==> config.mk <==
export PLATFORM = sky130hd
export DESIGN_NAME = button_click_gesture_detector
export DESIGN_NICKNAME = d
export VERILOG_FILES = /design/src/sv/bcg_pkg.sv /design/src/sv/bcg_cfg.sv /design/src/sv/bcg_in_reg.sv /design/src/sv/bcg_core.sv /design/src/sv/button_click_gesture_detector.sv
export SDC_FILE = /design/constraint.sdc
export NUM_CORES = 1
export LEC_CHECK = 0
export BUFFER_PORTS_ARGS = -buffer_cell sky130_fd_sc_hd__buf_4
export CORE_MARGIN = 2
export CORE_UTILIZATION = 25
export DETAILED_ROUTE_END_ITERATION = 8
export GPL_TIMING_DRIVEN = 0
export PLACE_DENSITY = 0.38
export SLEW_MARGIN = 20
export SYNTH_ARGS = -nofsm -noshare
export SYNTH_HDL_FRONTEND = slang
export SYNTH_SLANG_ARGS = --single-unit
==> constraint.sdc <==
create_clock -name clk -period 6.1 [get_ports clk]
set_input_delay 0.305 -clock clk [delete_from_list [all_inputs] [get_ports clk]]
set_output_delay 0.305 -clock clk [all_outputs]
set_load 0.05 [all_outputs]
==> src/sv/bcg_pkg.sv <==
`timescale 1ns / 1ps
// shared types and constants of the button click gesture detector
// no dependencies; used by every module of the block

package bcg_pkg;

  localparam int unsigned StampW    = 32;
  localparam int unsigned MsW       = 16;
  localparam int unsigned GestW     = 2;
  localparam int unsigned CfgIdxW   = 8;
  localparam int unsigned CfgDataW  = 16;
  localparam int unsigned InDataW   = 40;
  localparam int unsigned OutDataW  = 8;

  localparam logic [MsW-1:0] DebounceRst = 16'd50;
  localparam logic [MsW-1:0] HoldRst     = 16'd1000;
  localparam logic [MsW-1:0] WindowRst   = 16'd400;

  typedef enum logic [GestW-1:0] {
    GEST_NONE   = 2'd0,
    GEST_DOUBLE = 2'd1,
    GEST_LONG   = 2'd2
  } gesture_t;

  typedef enum logic [CfgIdxW-1:0] {
    REG_PRESSED_LEVEL = 8'd0,
    REG_DEBOUNCE      = 8'd1,
    REG_HOLD          = 8'd2,
    REG_WINDOW        = 8'd3
  } cfg_reg_t;

  typedef struct packed {
    logic           pressed_level;
    logic [MsW-1:0] debounce_ms;
    logic [MsW-1:0] hold_ms;
    logic [MsW-1:0] double_window_ms;
  } cfg_t;

  typedef struct packed {
    logic              level;
    logic [StampW-1:0] now_ms;
  } poll_t;

endpackage

==> src/sv/bcg_cfg.sv <==
`timescale 1ns / 1ps
// configuration register file of the gesture detector
// depends on bcg_pkg

module bcg_cfg (
  input  logic                          clk,
  input  logic                          rst_n,
  input  logic                          cfg_valid,
  output logic                          cfg_ready,
  input  logic [bcg_pkg::CfgIdxW-1:0]   cfg_index,
  input  logic [bcg_pkg::CfgDataW-1:0]  cfg_data,
  output bcg_pkg::cfg_t                 cfg
);

  bcg_pkg::cfg_t cfg_r;

  assign cfg_ready = 1'b1;
  assign cfg       = cfg_r;

  always_ff @(posedge clk) begin
    if (!rst_n) begin
      cfg_r.pressed_level    <= 1'b1;
      cfg_r.debounce_ms      <= bcg_pkg::DebounceRst;
      cfg_r.hold_ms          <= bcg_pkg::HoldRst;
      cfg_r.double_window_ms <= bcg_pkg::WindowRst;
    end else if (cfg_valid) begin
      case (cfg_index)
        bcg_pkg::REG_PRESSED_LEVEL: cfg_r.pressed_level    <= cfg_data[0];
        bcg_pkg::REG_DEBOUNCE:      cfg_r.debounce_ms      <= cfg_data;
        bcg_pkg::REG_HOLD:          cfg_r.hold_ms          <= cfg_data;
        bcg_pkg::REG_WINDOW:        cfg_r.double_window_ms <= cfg_data;
        default: ;
      endcase
    end
  end

endmodule

==> src/sv/bcg_in_reg.sv <==
`timescale 1ns / 1ps
// input register stage: holds one poll until the core takes it
// depends on bcg_pkg

module bcg_in_reg (
  input  logic           clk,
  input  logic           rst_n,
  input  logic           in_valid,
  output logic           in_ready,
  input  bcg_pkg::poll_t in_poll,
  output logic           s1_valid,
  input  logic           s1_take,
  output bcg_pkg::poll_t s1_poll
);

  logic           valid_r;
  bcg_pkg::poll_t poll_r;

  assign in_ready = !valid_r || s1_take;
  assign s1_valid = valid_r;
  assign s1_poll  = poll_r;

  always_ff @(posedge clk) begin
    if (!rst_n) begin
      valid_r <= 1'b0;
    end else if (in_ready) begin
      valid_r <= in_valid;
    end
  end

  always_ff @(posedge clk) begin
    if (in_ready && in_valid) begin
      poll_r <= in_poll;
    end
  end

endmodule

==> src/sv/bcg_core.sv <==
`timescale 1ns / 1ps
// edge debounce, double click and long click state and decision logic
// depends on bcg_pkg

module bcg_core (
  input  logic              clk,
  input  logic              rst_n,
  input  logic              adv,
  input  bcg_pkg::poll_t    poll,
  input  bcg_pkg::cfg_t     cfg,
  output bcg_pkg::gesture_t gesture
);

  logic                        last_pressed_r, last_pressed_nxt;
  logic [bcg_pkg::StampW-1:0]  press_stamp_r, press_stamp_nxt;
  logic [bcg_pkg::StampW-1:0]  release_stamp_r, release_stamp_nxt;
  logic                        hold_reported_r, hold_reported_nxt;
  logic                        double_armed_r, double_armed_nxt;
  logic                        double_pending_r, double_pending_nxt;

  logic                        pressed;
  logic [bcg_pkg::StampW-1:0]  since_release;
  logic [bcg_pkg::StampW-1:0]  since_press;
  logic [bcg_pkg::StampW-1:0]  held_for;
  logic                        press_edge;
  logic                        release_edge;

  always_comb begin
    pressed       = (poll.level == cfg.pressed_level);
    since_release = poll.now_ms - release_stamp_r;
    since_press   = poll.now_ms - press_stamp_r;
    press_edge    = pressed && !last_pressed_r &&
                    (since_release > {16'd0, cfg.debounce_ms});
    release_edge  = !pressed && last_pressed_r &&
                    (since_press > {16'd0, cfg.debounce_ms});

    last_pressed_nxt   = pressed;
    press_stamp_nxt    = press_stamp_r;
    release_stamp_nxt  = release_stamp_r;
    hold_reported_nxt  = hold_reported_r;
    double_armed_nxt   = double_armed_r;
    double_pending_nxt = double_pending_r;
    gesture            = bcg_pkg::GEST_NONE;

    if (press_edge) begin
      press_stamp_nxt    = poll.now_ms;
      hold_reported_nxt  = 1'b0;
      // a third press inside the window disarms instead of arming
      double_armed_nxt   = (since_release < {16'd0, cfg.double_window_ms}) &&
                           !double_armed_r && double_pending_r;
      double_pending_nxt = 1'b0;
    end else if (release_edge) begin
      release_stamp_nxt = poll.now_ms;
      if (double_armed_r) begin
        double_pending_nxt = 1'b0;
        double_armed_nxt   = 1'b0;
        gesture            = bcg_pkg::GEST_DOUBLE;
      end else begin
        double_pending_nxt = 1'b1;
      end
    end

    // hold time is measured from the stamp as updated by this poll
    held_for = press_edge ? '0 : since_press;
    if (pressed && (held_for >= {16'd0, cfg.hold_ms}) && !hold_reported_nxt) begin
      gesture           = bcg_pkg::GEST_LONG;
      hold_reported_nxt = 1'b1;
    end
  end

  always_ff @(posedge clk) begin
    if (!rst_n) begin
      last_pressed_r   <= 1'b0;
      press_stamp_r    <= '0;
      release_stamp_r  <= '0;
      hold_reported_r  <= 1'b0;
      double_armed_r   <= 1'b0;
      double_pending_r <= 1'b0;
    end else if (adv) begin
      last_pressed_r   <= last_pressed_nxt;
      press_stamp_r    <= press_stamp_nxt;
      release_stamp_r  <= release_stamp_nxt;
      hold_reported_r  <= hold_reported_nxt;
      double_armed_r   <= double_armed_nxt;
      double_pending_r <= double_pending_nxt;
    end
  end

  a_double_on_release: assert property (@(posedge clk) disable iff (!rst_n)
    (adv && gesture == bcg_pkg::GEST_DOUBLE) |-> !pressed)
    else $error("double click reported while pressed");

  a_long_marks_hold: assert property (@(posedge clk) disable iff (!rst_n)
    (adv && gesture == bcg_pkg::GEST_LONG) |=> hold_reported_r)
    else $error("long click did not set hold_reported");

  a_double_clears: assert property (@(posedge clk) disable iff (!rst_n)
    (adv && gesture == bcg_pkg::GEST_DOUBLE) |=> (!double_armed_r && !double_pending_r))
    else $error("double click left detector armed");

  a_level_tracks: assert property (@(posedge clk) disable iff (!rst_n)
    (adv && pressed) |=> last_pressed_r)
    else $error("last level not tracked");

endmodule

==> src/sv/button_click_gesture_detector.sv <==
`timescale 1ns / 1ps
// Button click gesture detector. One poll (button level and millisecond
// timestamp) is taken per cycle while the output is not stalled and yields
// exactly one result (0 nothing, 1 double click, 2 long click): the poll is
// held in the input register, then the debounce and gesture logic updates its
// state and loads the output register. The sustained rate is one poll per
// cycle while out_tready holds the output from stalling. Configuration
// writes are always ready and must be made while no poll is in flight.
// depends on bcg_pkg, bcg_cfg, bcg_in_reg, bcg_core

module button_click_gesture_detector (
  input  logic                          clk,
  input  logic                          rst_n,
  input  logic                          in_tvalid,
  output logic                          in_tready,
  input  logic [bcg_pkg::InDataW-1:0]   in_tdata,   // [0] level, [32:1] now_ms, rest zero
  output logic                          out_tvalid,
  input  logic                          out_tready,
  output logic [bcg_pkg::OutDataW-1:0]  out_tdata,  // [1:0] gesture, rest zero
  input  logic                          cfg_valid,
  output logic                          cfg_ready,
  input  logic [bcg_pkg::CfgIdxW-1:0]   cfg_index,
  input  logic [bcg_pkg::CfgDataW-1:0]  cfg_data
);

  bcg_pkg::cfg_t     cfg;
  bcg_pkg::poll_t    in_poll;
  bcg_pkg::poll_t    s1_poll;
  bcg_pkg::gesture_t gesture;
  logic              s1_valid;
  logic              s1_take;
  logic              adv;
  logic              out_valid_r;
  bcg_pkg::gesture_t out_gesture_r;

  assign in_poll.level  = in_tdata[0];
  assign in_poll.now_ms = in_tdata[32:1];

  // the core steps whenever a poll is held and the output register can take a result
  assign s1_take = !out_valid_r || out_tready;
  assign adv     = s1_valid && s1_take;

  bcg_cfg u_cfg (
    .clk       (clk),
    .rst_n     (rst_n),
    .cfg_valid (cfg_valid),
    .cfg_ready (cfg_ready),
    .cfg_index (cfg_index),
    .cfg_data  (cfg_data),
    .cfg       (cfg)
  );

  bcg_in_reg u_in_reg (
    .clk      (clk),
    .rst_n    (rst_n),
    .in_valid (in_tvalid),
    .in_ready (in_tready),
    .in_poll  (in_poll),
    .s1_valid (s1_valid),
    .s1_take  (s1_take),
    .s1_poll  (s1_poll)
  );

  bcg_core u_core (
    .clk     (clk),
    .rst_n   (rst_n),
    .adv     (adv),
    .poll    (s1_poll),
    .cfg     (cfg),
    .gesture (gesture)
  );

  always_ff @(posedge clk) begin
    if (!rst_n) begin
      out_valid_r <= 1'b0;
    end else if (s1_take) begin
      out_valid_r <= s1_valid;
    end
  end

  always_ff @(posedge clk) begin
    if (adv) begin
      out_gesture_r <= gesture;
    end
  end

  assign out_tvalid = out_valid_r;
  assign out_tdata  = {{(bcg_pkg::OutDataW - bcg_pkg::GestW){1'b0}}, out_gesture_r};

endmodule

# ---- Yosys cells after proc, flatten, opt, wreduce, memory -nomap -nowiden
# Cells that the tools add are included.
dict set report op_classes {
  muxes 11
  n_eq_ne 4
  n_bitwise 2
  reduce_logical 28
  add_sub_neg 2
  order_cmp 4
}
# operator n
set op_table {}
lappend op_table {{greater-than comparator 32 x 16 -> 1 bit} 2}
lappend op_table {{subtractor 32 bit} 2}
lappend op_table {{greater-or-equal comparator 32 x 16 -> 1 bit} 1}
lappend op_table {{less-than comparator 32 x 16 -> 1 bit} 1}
lappend op_table {{two-way mux 32 bit} 1}
lappend op_table {{equality test 8 x 2 -> 1 bit (second input constant)} 2}
lappend op_table {{AND reduction 2 bit} 6}
lappend op_table {{logical AND 1 bit} 10}
lappend op_table {{equality test 8 x 1 -> 1 bit (second input constant)} 1}
lappend op_table {{logical NOT 8 bit} 1}
lappend op_table {{two-way mux 1 bit} 8}
lappend op_table {{logical NOT 1 bit} 6}
lappend op_table {{two-way mux 2 bit} 2}
lappend op_table {{AND reduction 3 bit} 1}
lappend op_table {{OR reduction 3 bit} 1}
lappend op_table {{logical OR 1 bit} 2}
lappend op_table {{inverter 1 bit} 2}
lappend op_table {{nonzero test 2 bit} 1}
lappend op_table {{equality test 1 bit} 1}
dict set report word_totals {
  word_cells 67
  regBits 154
}

# ---- Depth between registers and ports, before layout
# Gate-level depths: netlist of run 1.
dict set report logic_depth {
  ltp_word 8
  mapped_depth 34
  mapped_depth_nobuf 34
}

# ---- By module
# A second synthesis of run 1 with hierarchy kept.
dict set report unflattened {
  hier_cells 1404
  area_unflattened_um2 11756.3
}
# module cells_each area_each_um2 instances
set modules_own_cells {}
lappend modules_own_cells {bcg_core 1159 8555.7 1}
lappend modules_own_cells {bcg_cfg 193 1985.7 1}
lappend modules_own_cells {bcg_in_reg 38 1048.5 1}
lappend modules_own_cells {button_click_gesture_detector 14 166.4 1}

# ---- Least setup slack after synthesis of run 1
# OpenSTA, ideal clock, no wires.
dict set report synth_timing {
  path_type {register -> register}
  from {register u_in_reg.poll_r, in the netlist u_in_reg.s1_poll[0]}
  to {register out_gesture_r[1], data pin}
  arrival_ns 6.038
  path_buffers 0
  setup_slack_ns -0.212
  path_stages_with_launch 35
  setup_time_ns 0.274
  path_cell_list {edfxtp_1 inv_1 ha_1 fa_1 nand2b_1 a21oi_1 o21ai_0 nand2_1 a21oi_1 nor2b_1 o21ai_0 nand2b_1 xor2_1 ha_1 and4_1 nand3_1 or2_2 a21oi_1 or4_1 o31a_1 a211o_1 o21ai_0 nand2b_1 ha_1 nand2b_1 a21o_1 a21o_1 a21o_1 a21o_1 a21o_1 a211oi_1 or3_1 a32oi_1 a21oi_1 a211oi_1}
}
dict set report synth_between {
  elab_chain_cells 7
}
# element line
set synth_lines {}
lappend synth_lines {{start, declared} bcg_in_reg.sv:17} ;# bcg_pkg::poll_t poll_r;
lappend synth_lines {{start signal, assigned} bcg_in_reg.sv:33} ;# poll_r <= in_poll;
lappend synth_lines {{subtractor 32 bit} bcg_core.sv:30} ;# since_release = poll.now_ms - release_stamp_r;
lappend synth_lines {{greater-than comparator 32 x 16 -> 1 bit} bcg_core.sv:33} ;# (since_release > {16'd0, cfg.debounce_ms});
lappend synth_lines {{logical AND 1 bit} bcg_core.sv:32} ;# press_edge = pressed && !last_pressed_r &&
lappend synth_lines {{two-way mux 32 bit} bcg_core.sv:64} ;# held_for = press_edge ? '0 : since_press;
lappend synth_lines {{greater-or-equal comparator 32 x 16 -> 1 bit} bcg_core.sv:65} ;# if (pressed && (held_for >= {16'd0, cfg.hold_ms}) && !hold_reported_nxt) begin
lappend synth_lines {{logical AND 1 bit (2 in a row)} bcg_core.sv:65}
lappend synth_lines {{end signal, assigned} button_click_gesture_detector.sv:83} ;# out_gesture_r <= gesture;
lappend synth_lines {{end, declared} button_click_gesture_detector.sv:34} ;# bcg_pkg::gesture_t out_gesture_r;
# Parallel ways exist; a longest one is shown, timed or not.
# A chain may end at the register's enable or synchronous reset.

# ---- Final worst setup path of run 1
dict set report layout_timing {
  from {register u_in_reg.poll_r, in the netlist u_in_reg.s1_poll[8]}
  to {register out_gesture_r[1], data pin}
}
# The elaborated chain is that of the path after synthesis.

==> impl_metrics.env, run 1 <==
export IMPL_cts_tree="built"
export IMPL_required_ps=6310
export IMPL_synth_area_mux_share_pct=6.47
export IMPL_final_cell_mix="nand2_1, inv_1, dfxtp_1"
export IMPL_grt_pass1_wl_mm=56.5
export IMPL_final_nets=1683
export IMPL_peakVddDrop_uv=163
export IMPL_cap_violations=0
export IMPL_startpoint_type="register"
export IMPL_dr_pass1_iters=5
export IMPL_ys_top_cells_by_area="dfxtp_1, ha_1, edfxtp_1"
export IMPL_status="finished, violations left"
export IMPL_rrSetupSlack_ps=-360
export IMPL_start_util_pct=25.4
export IMPL_synth_top_area_share_pct=21.1
export IMPL_final_util_pct=31.6
export IMPL_ys_seq_area_share_pct=30.4
export IMPL_ant_nets=0
export IMPL_layout_commonest_cell="nand2_1"
export IMPL_synth_simple_area_share_pct=18.6
export IMPL_cpMostUsedCell="a21o_1"
export IMPL_rsz0062_at_grt="yes"
export IMPL_post_dp_cell_area_mm2=0.0126
export IMPL_core_area_mm2=0.0444
export IMPL_cts_num_sinks=154
export IMPL_synth_cells=1334
export IMPL_wl_mm=35.8
export IMPL_synth_edff_count=35
export IMPL_min_period_over_period_pct=106
export IMPL_ys_types=73
export IMPL_port_buffers=65
export IMPL_hold_viol=0
export IMPL_power_density_mw_per_mm2=208
export IMPL_fin_skew_ps=12.9
export IMPL_synth_fa_ha_area_share_pct=14.2
export IMPL_gp_congestion=0.862
export IMPL_grt_max_degree=19
export IMPL_synth_flop_cell="dfxtp_1"
export IMPL_routedWlPerCell_um=17.1
export IMPL_async_flop_share_pct=0
export IMPL_synth_top_family_by_area="compound AO/OA/AOI/OAI gates"
export IMPL_yosys_area_share_xor_xnor_pct=3.18
export IMPL_drive_above_1_share_pct=13.3
export IMPL_design_area_mm2=0.0141
export IMPL_fin_crit_ps=6460
export IMPL_area_delta_synth_final_pct=24.5
export IMPL_synth_compound_gate_area_share_pct=20.5
export IMPL_dieArea_mm2=0.0469
export IMPL_drt_iter0_drc=463
export IMPL_drc=0
export IMPL_drv_slew=0
export IMPL_arrival_ps=6670
export IMPL_num_antenna_cells=0
export IMPL_clk_pin_slew_worst_paths_ps=70
export IMPL_die_y_um=216
export IMPL_crit_slowest_cell="or4_1"
export IMPL_p_leak_nw=5.16
export IMPL_grt_pass1_vias=9690
export IMPL_nFillCells=4729
export IMPL_synth_area_per_cell_um2=8.46
export IMPL_yosys_area_top_type="dfxtp_1"
export IMPL_io_pins=80
export IMPL_die_w_um=216
export IMPL_post_place_ws_ps=-1720
export IMPL_violations="setup timing"
export IMPL_worst_pin_slew_ps=786
export IMPL_cts_root_buf="clkbuf_16"
export IMPL_critPathKind="register to register"
export IMPL_clkLatencyLatePin_ps=490
export IMPL_dp_hpwl_mm=28.5
export IMPL_worst_slack_ps=-356
export IMPL_grtUsageTotal_pct=15.9
export IMPL_antenna_found_initial=0
export IMPL_syn_area_mm2=0.0113
export IMPL_via_count=9830
export IMPL_power_total_mw=2.92
export IMPL_max_freq_mhz=155
export IMPL_vias_per_cell=4.70
export IMPL_cts_buffers_inserted=17
export IMPL_yosys_warnings=0
export IMPL_num_rows=77
export IMPL_cts_max_path_buffers=2
export IMPL_hp_class="input pin to register"
export IMPL_overflow=0
export IMPL_cpPeakStageDelay_ps=480
export IMPL_worst_setup_path_end_kind="register"
export IMPL_crit_fanout=8
export IMPL_slew_headroom_pct=47.6
export IMPL_ys_ff_latch=154
export IMPL_cts_max_level=4
export IMPL_setup_viol=2
[worst max-delay path, delay by kind of cell (launching register included)]
family	cells	cell delay (ps)
adder cells (fa/ha/maj)	3	840
buffers and inverters	1	150
AND/OR/NAND/NOR	9	1670
XOR/XNOR	1	260
flip-flops	1	450
AO/OA/AOI/OAI	17	2770
[report_power, final]
group	internal (mW)	total (mW)	switching [mW]
combinational	0.313	0.723	0.410
sequential	1.07	1.10	0.0276
clock	0.624	1.10	0.478
[sequential cells by signal, summed over array words and instances, names as in the netlist]
register	cells
u_core.hold_reported_r	1
u_in_reg.s1_poll	33
out_tvalid	1
u_core.press_stamp_r	32
u_in_reg.s1_valid	1
u_core.release_stamp_r	32
u_core.double_armed_r	1
u_cfg.cfg	49
u_core.double_pending_r	1
out_gesture_r	2
u_core.last_pressed_r	1
[routing by layer]
layer / routed length [µm] / vias to the layer above / GRT usage (%)
met2: 16100 / 139 / 25.2
met3: 1160 / 33 / 3.33
li1: - / 5028 / -
met5: 0 / - / 0
met1: 17900 / 4630 / 21.6
met4: 602 / 0 / 4.84
[logic make-up after synthesis]
| logic type | Yosys count |
|---|---|
| flops | 154 |
| simple gates | 410 |
| other cells | 2 |
| xor+xnor | 41 |
| buf+inv | 182 |
| fa+ha+maj | 127 |
| compound gates | 345 |
| mux | 73 |
[timing repair]
item | in CTS | in global routing
setup buffers | 25 | 8
endpoints found under the hold margin | 33 | 0
hold buffers | 33 | 0
pin swaps | 33 | 20
setup endpoints to repair | 2 | 2
gates resized for setup | 51 | 8
[final cells by class]
| type | count | area (µm²) | share of cell area, % |
|---|---|---|---|
| plain buffers | 54 | 273 | 1.94 |
| clock buffers | 21 | 462 | 3.29 |
| clock inverters | 10 | 116 | 0.828 |
| inverters | 125 | 469 | 3.34 |
| multi-input cells | 1003 | 7450 | 53.0 |
| flip-flops and latches | 154 | 3430 | 24.4 |
| well taps | 592 | 741 | 5.27 |
| repair buffers | 132 | 1110 | 7.87 |
[through the flow]
stage          TNS [ps]  cells  hold WS (ps)
2_1_floorplan         0   1339           404
3_3_place_gp      -3330   1996           450
3_5_place_dp      -3330   1997           460
4_1_cts            -791   2086          20.7
5_1_grt           -1170   2091          51.5
6_report           -578   2091          56.6
[cells in the mapped netlist (all sizes together) (3+ instances only)]
master,count
a211o,3
a211oi,17
a21bo,3
a21boi,42
a21o,36
a21oi,80
a221oi,3
a22oi,3
a31o,3
a31oi,10
a41oi,3
and2,23
and3,7
and4,3
buf,15
clkbuf,42
dfxtp,119
edfxtp,35
ha,125
inv,125
mux2i,73
nand2,152
nand2b,14
nand3,19
nand4,22
nor2,38
nor2b,77
nor3,20
nor3b,4
nor4,6
o2111ai,5
o211ai,34
o21a,17
o21ai,53
o21bai,5
o22ai,5
o31ai,4
or2,5
or3,6
or4,5
xnor2,25
xor2,16
[worst paths after layout]
path / from / to / cells after the start
worst max-delay path: u_in_reg.s1_poll[8] / out_gesture_r[1] / 31
worst min-delay path: cfg_data[7] / u_cfg.cfg[7] / 3
worst max register to register: u_in_reg.s1_poll[8] / out_gesture_r[1] / 31
worst min register to register: u_cfg.cfg[34] / u_cfg.cfg[34] / 2
Power figures use the tool's default switching activity.
==> run 2: changes to the inputs <==
--- a/config.mk
+++ b/config.mk
@@ -10,7 +10,7 @@
 export CORE_UTILIZATION = 25
 export DETAILED_ROUTE_END_ITERATION = 8
 export GPL_TIMING_DRIVEN = 0
-export PLACE_DENSITY = 0.38
+export PLACE_DENSITY = 0.37
 export SLEW_MARGIN = 20
 export SYNTH_ARGS = -nofsm -noshare
 export SYNTH_HDL_FRONTEND = slang
==> constraint.sdc (replaced) <==
create_clock -name clk -period 5.95 [get_ports clk]
set_input_delay 0.2975 -clock clk [delete_from_list [all_inputs] [get_ports clk]]
set_output_delay 0.2975 -clock clk [all_outputs]
set_load 0.05 [all_outputs]
==> run 2 against run 1 <==
Effect of this change:
- the run still ends with setup timing left
- sequential share of layout area hardly changed
- highest routed layer unchanged
- via count is 0.73% lower
- critical path depth stayed put
- clock power is 4% higher
- register-to-register slack worse by 230 ps
- total power is 3.1% higher
- hold slack hardly changed
- cell area hardly changed
- first-iteration DRC count is 0.22% higher
- clock skew is 1.8 ps higher
==> impl_metrics.env, run 2 (synthesized netlist as in run 1, its figures left out) <==
export IMPL_status="finished, violations left"
export IMPL_violations="setup timing"
export IMPL_io_pins=80
export IMPL_fin_skew_ps=14.7
export IMPL_power_switching_fraction_pct=31.3
export IMPL_reg2reg_from="u_in_reg.s1_poll[0]"
export IMPL_start_util_pct=25.4
export IMPL_crit_slowest_cell="or4_4"
export IMPL_drt_iter0_drc=464
export IMPL_cts_tree="built"
export IMPL_dr_pass1_iters=5
export IMPL_die_y_um=216
export IMPL_power_total_mw=3.01
export IMPL_seq_power_share_pct=37.4
export IMPL_dp_hpwl_mm=28.7
export IMPL_switchingPower_mw=0.942
export IMPL_startpoint_type="register"
export IMPL_cts_buffers_inserted=17
export IMPL_ant_nets=0
export IMPL_routedWlPerCell_um=17.3
export IMPL_drc=0
export IMPL_grt_pass1_vias=9567
export IMPL_hold_depth=3
export IMPL_power_density_mw_per_mm2=214
export IMPL_cpMostUsedCell="a21o_1"
export IMPL_wl_mm=36.2
export IMPL_critPathKind="register to register"
export IMPL_max_freq_mhz=153
export IMPL_cpPeakStageDelay_ps=540
export IMPL_largest_register_ffs=49
export IMPL_layout_commonest_cell="nand2_1"
export IMPL_final_util_pct=31.7
export IMPL_worst_setup_path_end_kind="register"
export IMPL_rrSetupSlack_ps=-590
export IMPL_cts_max_level=4
export IMPL_clkLatencyLatePin_ps=490
export IMPL_antenna_found_initial=1
export IMPL_cts_max_path_buffers=2
export IMPL_vias_per_cell=4.66
export IMPL_p_leak_nw=5.16
export IMPL_grt_pass1_wl_mm=55.9
export IMPL_area_delta_synth_final_pct=24.6
export IMPL_fin_crit_ps=6540
export IMPL_num_antenna_cells=0
export IMPL_design_area_mm2=0.0141
export IMPL_cts_num_sinks=154
export IMPL_slew_headroom_pct=38.4
export IMPL_post_dp_cell_area_mm2=0.0126
export IMPL_power_frac_clock_pct=37.9
export IMPL_min_period_over_period_pct=110
export IMPL_cts_root_buf="clkbuf_16"
export IMPL_overflow=0
export IMPL_required_ps=6150
export IMPL_drive_above_1_share_pct=13.5
export IMPL_hp_class="input pin to register"
export IMPL_p_comb_share_pct=24.7
export IMPL_hold_start="in_tvalid"
export IMPL_via_count=9758
export IMPL_drv_slew=0
export IMPL_grt_max_degree=18
export IMPL_hold_viol=0
export IMPL_core_area_mm2=0.0444
export IMPL_grtUsageTotal_pct=15.9
export IMPL_crit_fanout=5
export IMPL_setup_tns_ps=-1060
export IMPL_cp_top_family="compound AO/OA/AOI/OAI gates"
export IMPL_setup_viol=2
export IMPL_port_buffers=65
export IMPL_worst_pin_slew_ps=924
export IMPL_cap_violations=0
export IMPL_rr_worst_depth=31
export IMPL_worst_slack_ps=-590
export IMPL_num_rows=77
export IMPL_arrival_ps=6740
export IMPL_nFillCells=4760
export IMPL_gp_congestion=0.843
export IMPL_hold_path_end="u_in_reg.s1_valid"
export IMPL_rsz0062_at_grt="yes"
export IMPL_clk_pin_slew_worst_paths_ps=60
export IMPL_final_cell_mix="nand2_1, inv_1, dfxtp_1"
export IMPL_final_nets=1684
export IMPL_die_w_um=216
export IMPL_dieArea_mm2=0.0469
export IMPL_worst_r2r_endpoint="out_gesture_r[1]"
export IMPL_crit_buf_inv=2
export IMPL_peakVddDrop_uv=168
export IMPL_p_int_mw=2.07
## run 2: power by group through the flow
| stage | clock (mW) | combinational, mW | sequential, mW |
|---|---|---|---|
| floorplan | 0 | 0.457 | 1.14 |
| global placement | 0 | 0.669 | 1.15 |
| detailed placement | 0 | 0.674 | 1.15 |
| CTS | 1.19 | 0.736 | 1.13 |
| global route | 1.23 | 0.829 | 1.13 |
| finish | 1.14 | 0.745 | 1.13 |
## run 2: final cells by class
class                           instances  area, µm²  area share (%)
Timing Repair Buffer                  133       1100            7.83
Multi-Input combinational cell       1003       7460            53.0
Tap cell                              592        741            5.27
Clock inverter                          7       76.3           0.543
Inverter                              125        469            3.34
Buffer                                 54        264            1.88
Sequential cell                       154       3430            24.4
Clock buffer                           25        519            3.69
## run 2: stage by stage
step / setup slack, ps / instances / hold WS, ps
finish: -590 / 2093 / 56.2
global route: -844 / 2093 / 40.4
detailed placement: -1730 / 1997 / 462
global placement: -1720 / 1996 / 451
CTS: -750 / 2086 / 5.77
floorplan: 1.34 / 1339 / 396
## run 2: how the worst max path moves through the flow
stage,from,endpoint,slack (ps),depth (start not counted)
detailed placement,u_in_reg.s1_poll[8],out_gesture_r[1],-1730,30
finish,u_in_reg.s1_poll[0],out_gesture_r[1],-590,31
CTS,u_in_reg.s1_poll[4],out_gesture_r[1],-750,31
global route,u_in_reg.s1_poll[0],out_gesture_r[1],-840,34
global placement,u_in_reg.s1_poll[8],out_gesture_r[1],-1720,30
floorplan,u_in_reg.s1_poll[0],out_gesture_r[1],1,34
## run 2: what timing repair did
action / 4_1_cts / 5_1_grt
setup buffers: 24 / 10
hold buffers: 33 / 0
gates resized for setup: 43 / 16
endpoints found under the hold margin: 33 / 0
endpoints found under the setup margin: 29 / 2
pin swaps: 30 / 21
## run 2: worst reg2reg max path, delay by kind of cell, from the launching register on
family | cells | cell delay (ps)
adder cells (fa/ha/maj) | 4 | 1130
flip-flops | 1 | 370
buffers and inverters | 2 | 190
AO/OA/AOI/OAI | 15 | 2450
XOR/XNOR | 1 | 470
AND/OR/NAND/NOR | 9 | 1640
## run 2: metal layers
metal	global-route usage, %	vias up	share of wire, %
li1	-	5035	-
met1	22.0	4558	51
met2	24.6	131	44
met3	3.42	34	3.3
met4	4.63	0	1.6
met5	0	-	0
==> run 3: changes to the inputs <==
--- a/config.mk
+++ b/config.mk
@@ -6,12 +6,14 @@
 export NUM_CORES = 1
 export LEC_CHECK = 0
 export BUFFER_PORTS_ARGS = -buffer_cell sky130_fd_sc_hd__buf_4
+export CELL_PAD_IN_SITES_DETAIL_PLACEMENT = 0
+export CELL_PAD_IN_SITES_GLOBAL_PLACEMENT = 1
 export CORE_MARGIN = 2
 export CORE_UTILIZATION = 25
 export DETAILED_ROUTE_END_ITERATION = 8
 export GPL_TIMING_DRIVEN = 0
-export PLACE_DENSITY = 0.37
-export SLEW_MARGIN = 20
+export PLACE_DENSITY = 0.46
+export SLEW_MARGIN = 40
 export SYNTH_ARGS = -nofsm -noshare
 export SYNTH_HDL_FRONTEND = slang
 export SYNTH_SLANG_ARGS = --single-unit
==> run 3 against run 2 <==
Effect of this change:
- the run still ends with setup timing left
- via count shrank 0.44%
- wire length rose by 3.3%
- maximum frequency grew 1.5%
- flip-flop and latch count stayed put
- sequential share of layout area hardly changed
- cell count shrank 0.19%
- hold slack worse by 3.3 ps
- non-clock buffer count fell by 4
- worst setup slack better by 97 ps
- clock skew decreased by 3.1 ps
- register-to-register slack improved by 97 ps
- critical path type unchanged
==> impl_metrics.env, run 3 (synthesized netlist as in run 1, its figures left out) <==
export IMPL_status="finished, violations left"
export IMPL_violations="setup timing"
export IMPL_worst_setup_path_end_kind="register"
export IMPL_grt_pass1_wl_mm=58.4
export IMPL_wl_mm=37.4
export IMPL_worst_r2r_endpoint="out_gesture_r[1]"
export IMPL_port_buffers=65
export IMPL_arrival_ps=6650
export IMPL_power_density_mw_per_mm2=218
export IMPL_dr_pass1_iters=5
export IMPL_p_leak_nw=5.17
export IMPL_cts_max_path_buffers=2
export IMPL_post_dp_cell_area_mm2=0.0125
export IMPL_dp_cells=1996
export IMPL_worst_pin_slew_ps=821
export IMPL_grtUsageTotal_pct=16.6
export IMPL_slew_headroom_pct=44.8
export IMPL_final_nets=1680
export IMPL_rr_worst_depth=31
export IMPL_setup_viol=2
export IMPL_overflow=0
export IMPL_ant_nets=0
export IMPL_startpoint_type="register"
export IMPL_cts_num_sinks=154
export IMPL_final_cell_mix="nand2_1, inv_1, dfxtp_1"
export IMPL_setup_tns_ps=-969
export IMPL_cts_tree="built"
export IMPL_die_w_um=216
export IMPL_drv_slew=0
export IMPL_core_area_mm2=0.0444
export IMPL_power_total_mw=3.07
export IMPL_clkLatencyLatePin_ps=500
export IMPL_cts_root_buf="clkbuf_16"
export IMPL_start_util_pct=25.4
export IMPL_cts_buffers_inserted=17
export IMPL_largest_register_ffs=49
export IMPL_rsz0062_at_grt="yes"
export IMPL_clk_pin_slew_worst_paths_ps=70
export IMPL_antenna_found_initial=1
export IMPL_peakVddDrop_uv=197
export IMPL_critPathKind="register to register"
export IMPL_hold_viol=0
export IMPL_final_cells=2089
export IMPL_dieArea_mm2=0.0469
export IMPL_crit_start="u_in_reg.s1_poll[0]"
export IMPL_max_freq_mhz=155
export IMPL_crit_end="out_gesture_r[1]"
export IMPL_cpPeakStageDelay_ps=480
export IMPL_design_area_mm2=0.0141
export IMPL_num_rows=77
export IMPL_rrSetupSlack_ps=-490
export IMPL_drt_iter0_drc=515
export IMPL_grt_max_degree=34
export IMPL_fin_skew_ps=11.5
export IMPL_die_y_um=216
export IMPL_routedWlPerCell_um=17.9
export IMPL_min_period_over_period_pct=108
export IMPL_crit_slowest_cell="or4_1"
export IMPL_reg2reg_from="u_in_reg.s1_poll[0]"
export IMPL_num_antenna_cells=0
export IMPL_cts_max_level=4
export IMPL_drc=0
export IMPL_worst_slack_ps=-493
export IMPL_grt_pass1_vias=9695
export IMPL_dp_hpwl_mm=29.5
export IMPL_layout_commonest_cell="nand2_1"
export IMPL_fin_crit_ps=6440
export IMPL_drive_above_1_share_pct=13.6
export IMPL_io_pins=80
export IMPL_required_ps=6160
export IMPL_hp_class="input pin to register"
export IMPL_cap_violations=0
export IMPL_area_delta_synth_final_pct=24.6
export IMPL_cpMostUsedCell="a21o_1"
export IMPL_crit_fanout=5
export IMPL_gp_congestion=0.827
export IMPL_vias_per_cell=4.65
export IMPL_via_count=9715
[run 3: repair_timing]
item,CTS,global route
gates resized for setup,43,20
pin swaps,27,21
buffers inserted,22,8
hold buffers,34,0
setup endpoints to repair,30,2
hold endpoints to repair,34,0
[run 3: how the worst min path moves through the flow]
stage | start | cells after the start | endpoint
after floorplan | in_tdata[1] | 0 | u_in_reg.s1_poll[0]
after global placement | u_cfg.cfg[12] | 2 | u_cfg.cfg[12]
after detailed placement | u_cfg.cfg[15] | 2 | u_cfg.cfg[15]
after CTS | cfg_data[7] | 3 | u_cfg.cfg[7]
after global routing | cfg_data[9] | 3 | u_cfg.cfg[25]
final | cfg_data[7] | 3 | u_cfg.cfg[7]
[run 3: layout make-up]
type	instances	area, µm²
fillers	4747	30400
plain buffers	54	269
clock inverters	9	96.3
multi-input cells	1003	7470
well taps	592	741
inverters	125	469
flip-flops and latches	154	3430
clock buffers	23	532
repair buffers	129	1050
[run 3: power breakdown]
| group | switching [mW] | internal (mW) | total (mW) |
|---|---|---|---|
| logic | 0.429 | 0.321 | 0.750 |
| registers | 0.0284 | 1.10 | 1.13 |
| clock network | 0.516 | 0.678 | 1.19 |
| total | 0.973 | 2.10 | 3.07 |
[run 3: metal layers]
metal  GRT usage, %  wire length, µm  vias up
met5              0                0        -
li1               -                -     5033
met1           23.6            19700     4540
met3           3.26              878       30
met2           25.1            16200      112
met4           4.93              639        0
[run 3: stage by stage]
stage	setup WS (ps)	utilization, %	hold slack (ps)
floorplan	1.34	-	396
global placement	-1690	28.3	451
detailed placement	-1690	28.3	461
CTS	-654	31.4	5.21
global route	-804	31.7	40.0
finish	-493	31.7	52.9
[run 3: worst max-delay path: cells and delay by family (launching register included)]
| kind | cells | cell delay (ps) |
|---|---|---|
| AOI/OAI and AO/OA | 15 | 2430 |
| and+or+nand+nor | 9 | 1570 |
| adders and majority gates | 4 | 1180 |
| xor gates and xnor gates | 1 | 410 |
| DFF | 1 | 370 |
| buffers and inverters | 2 | 180 |
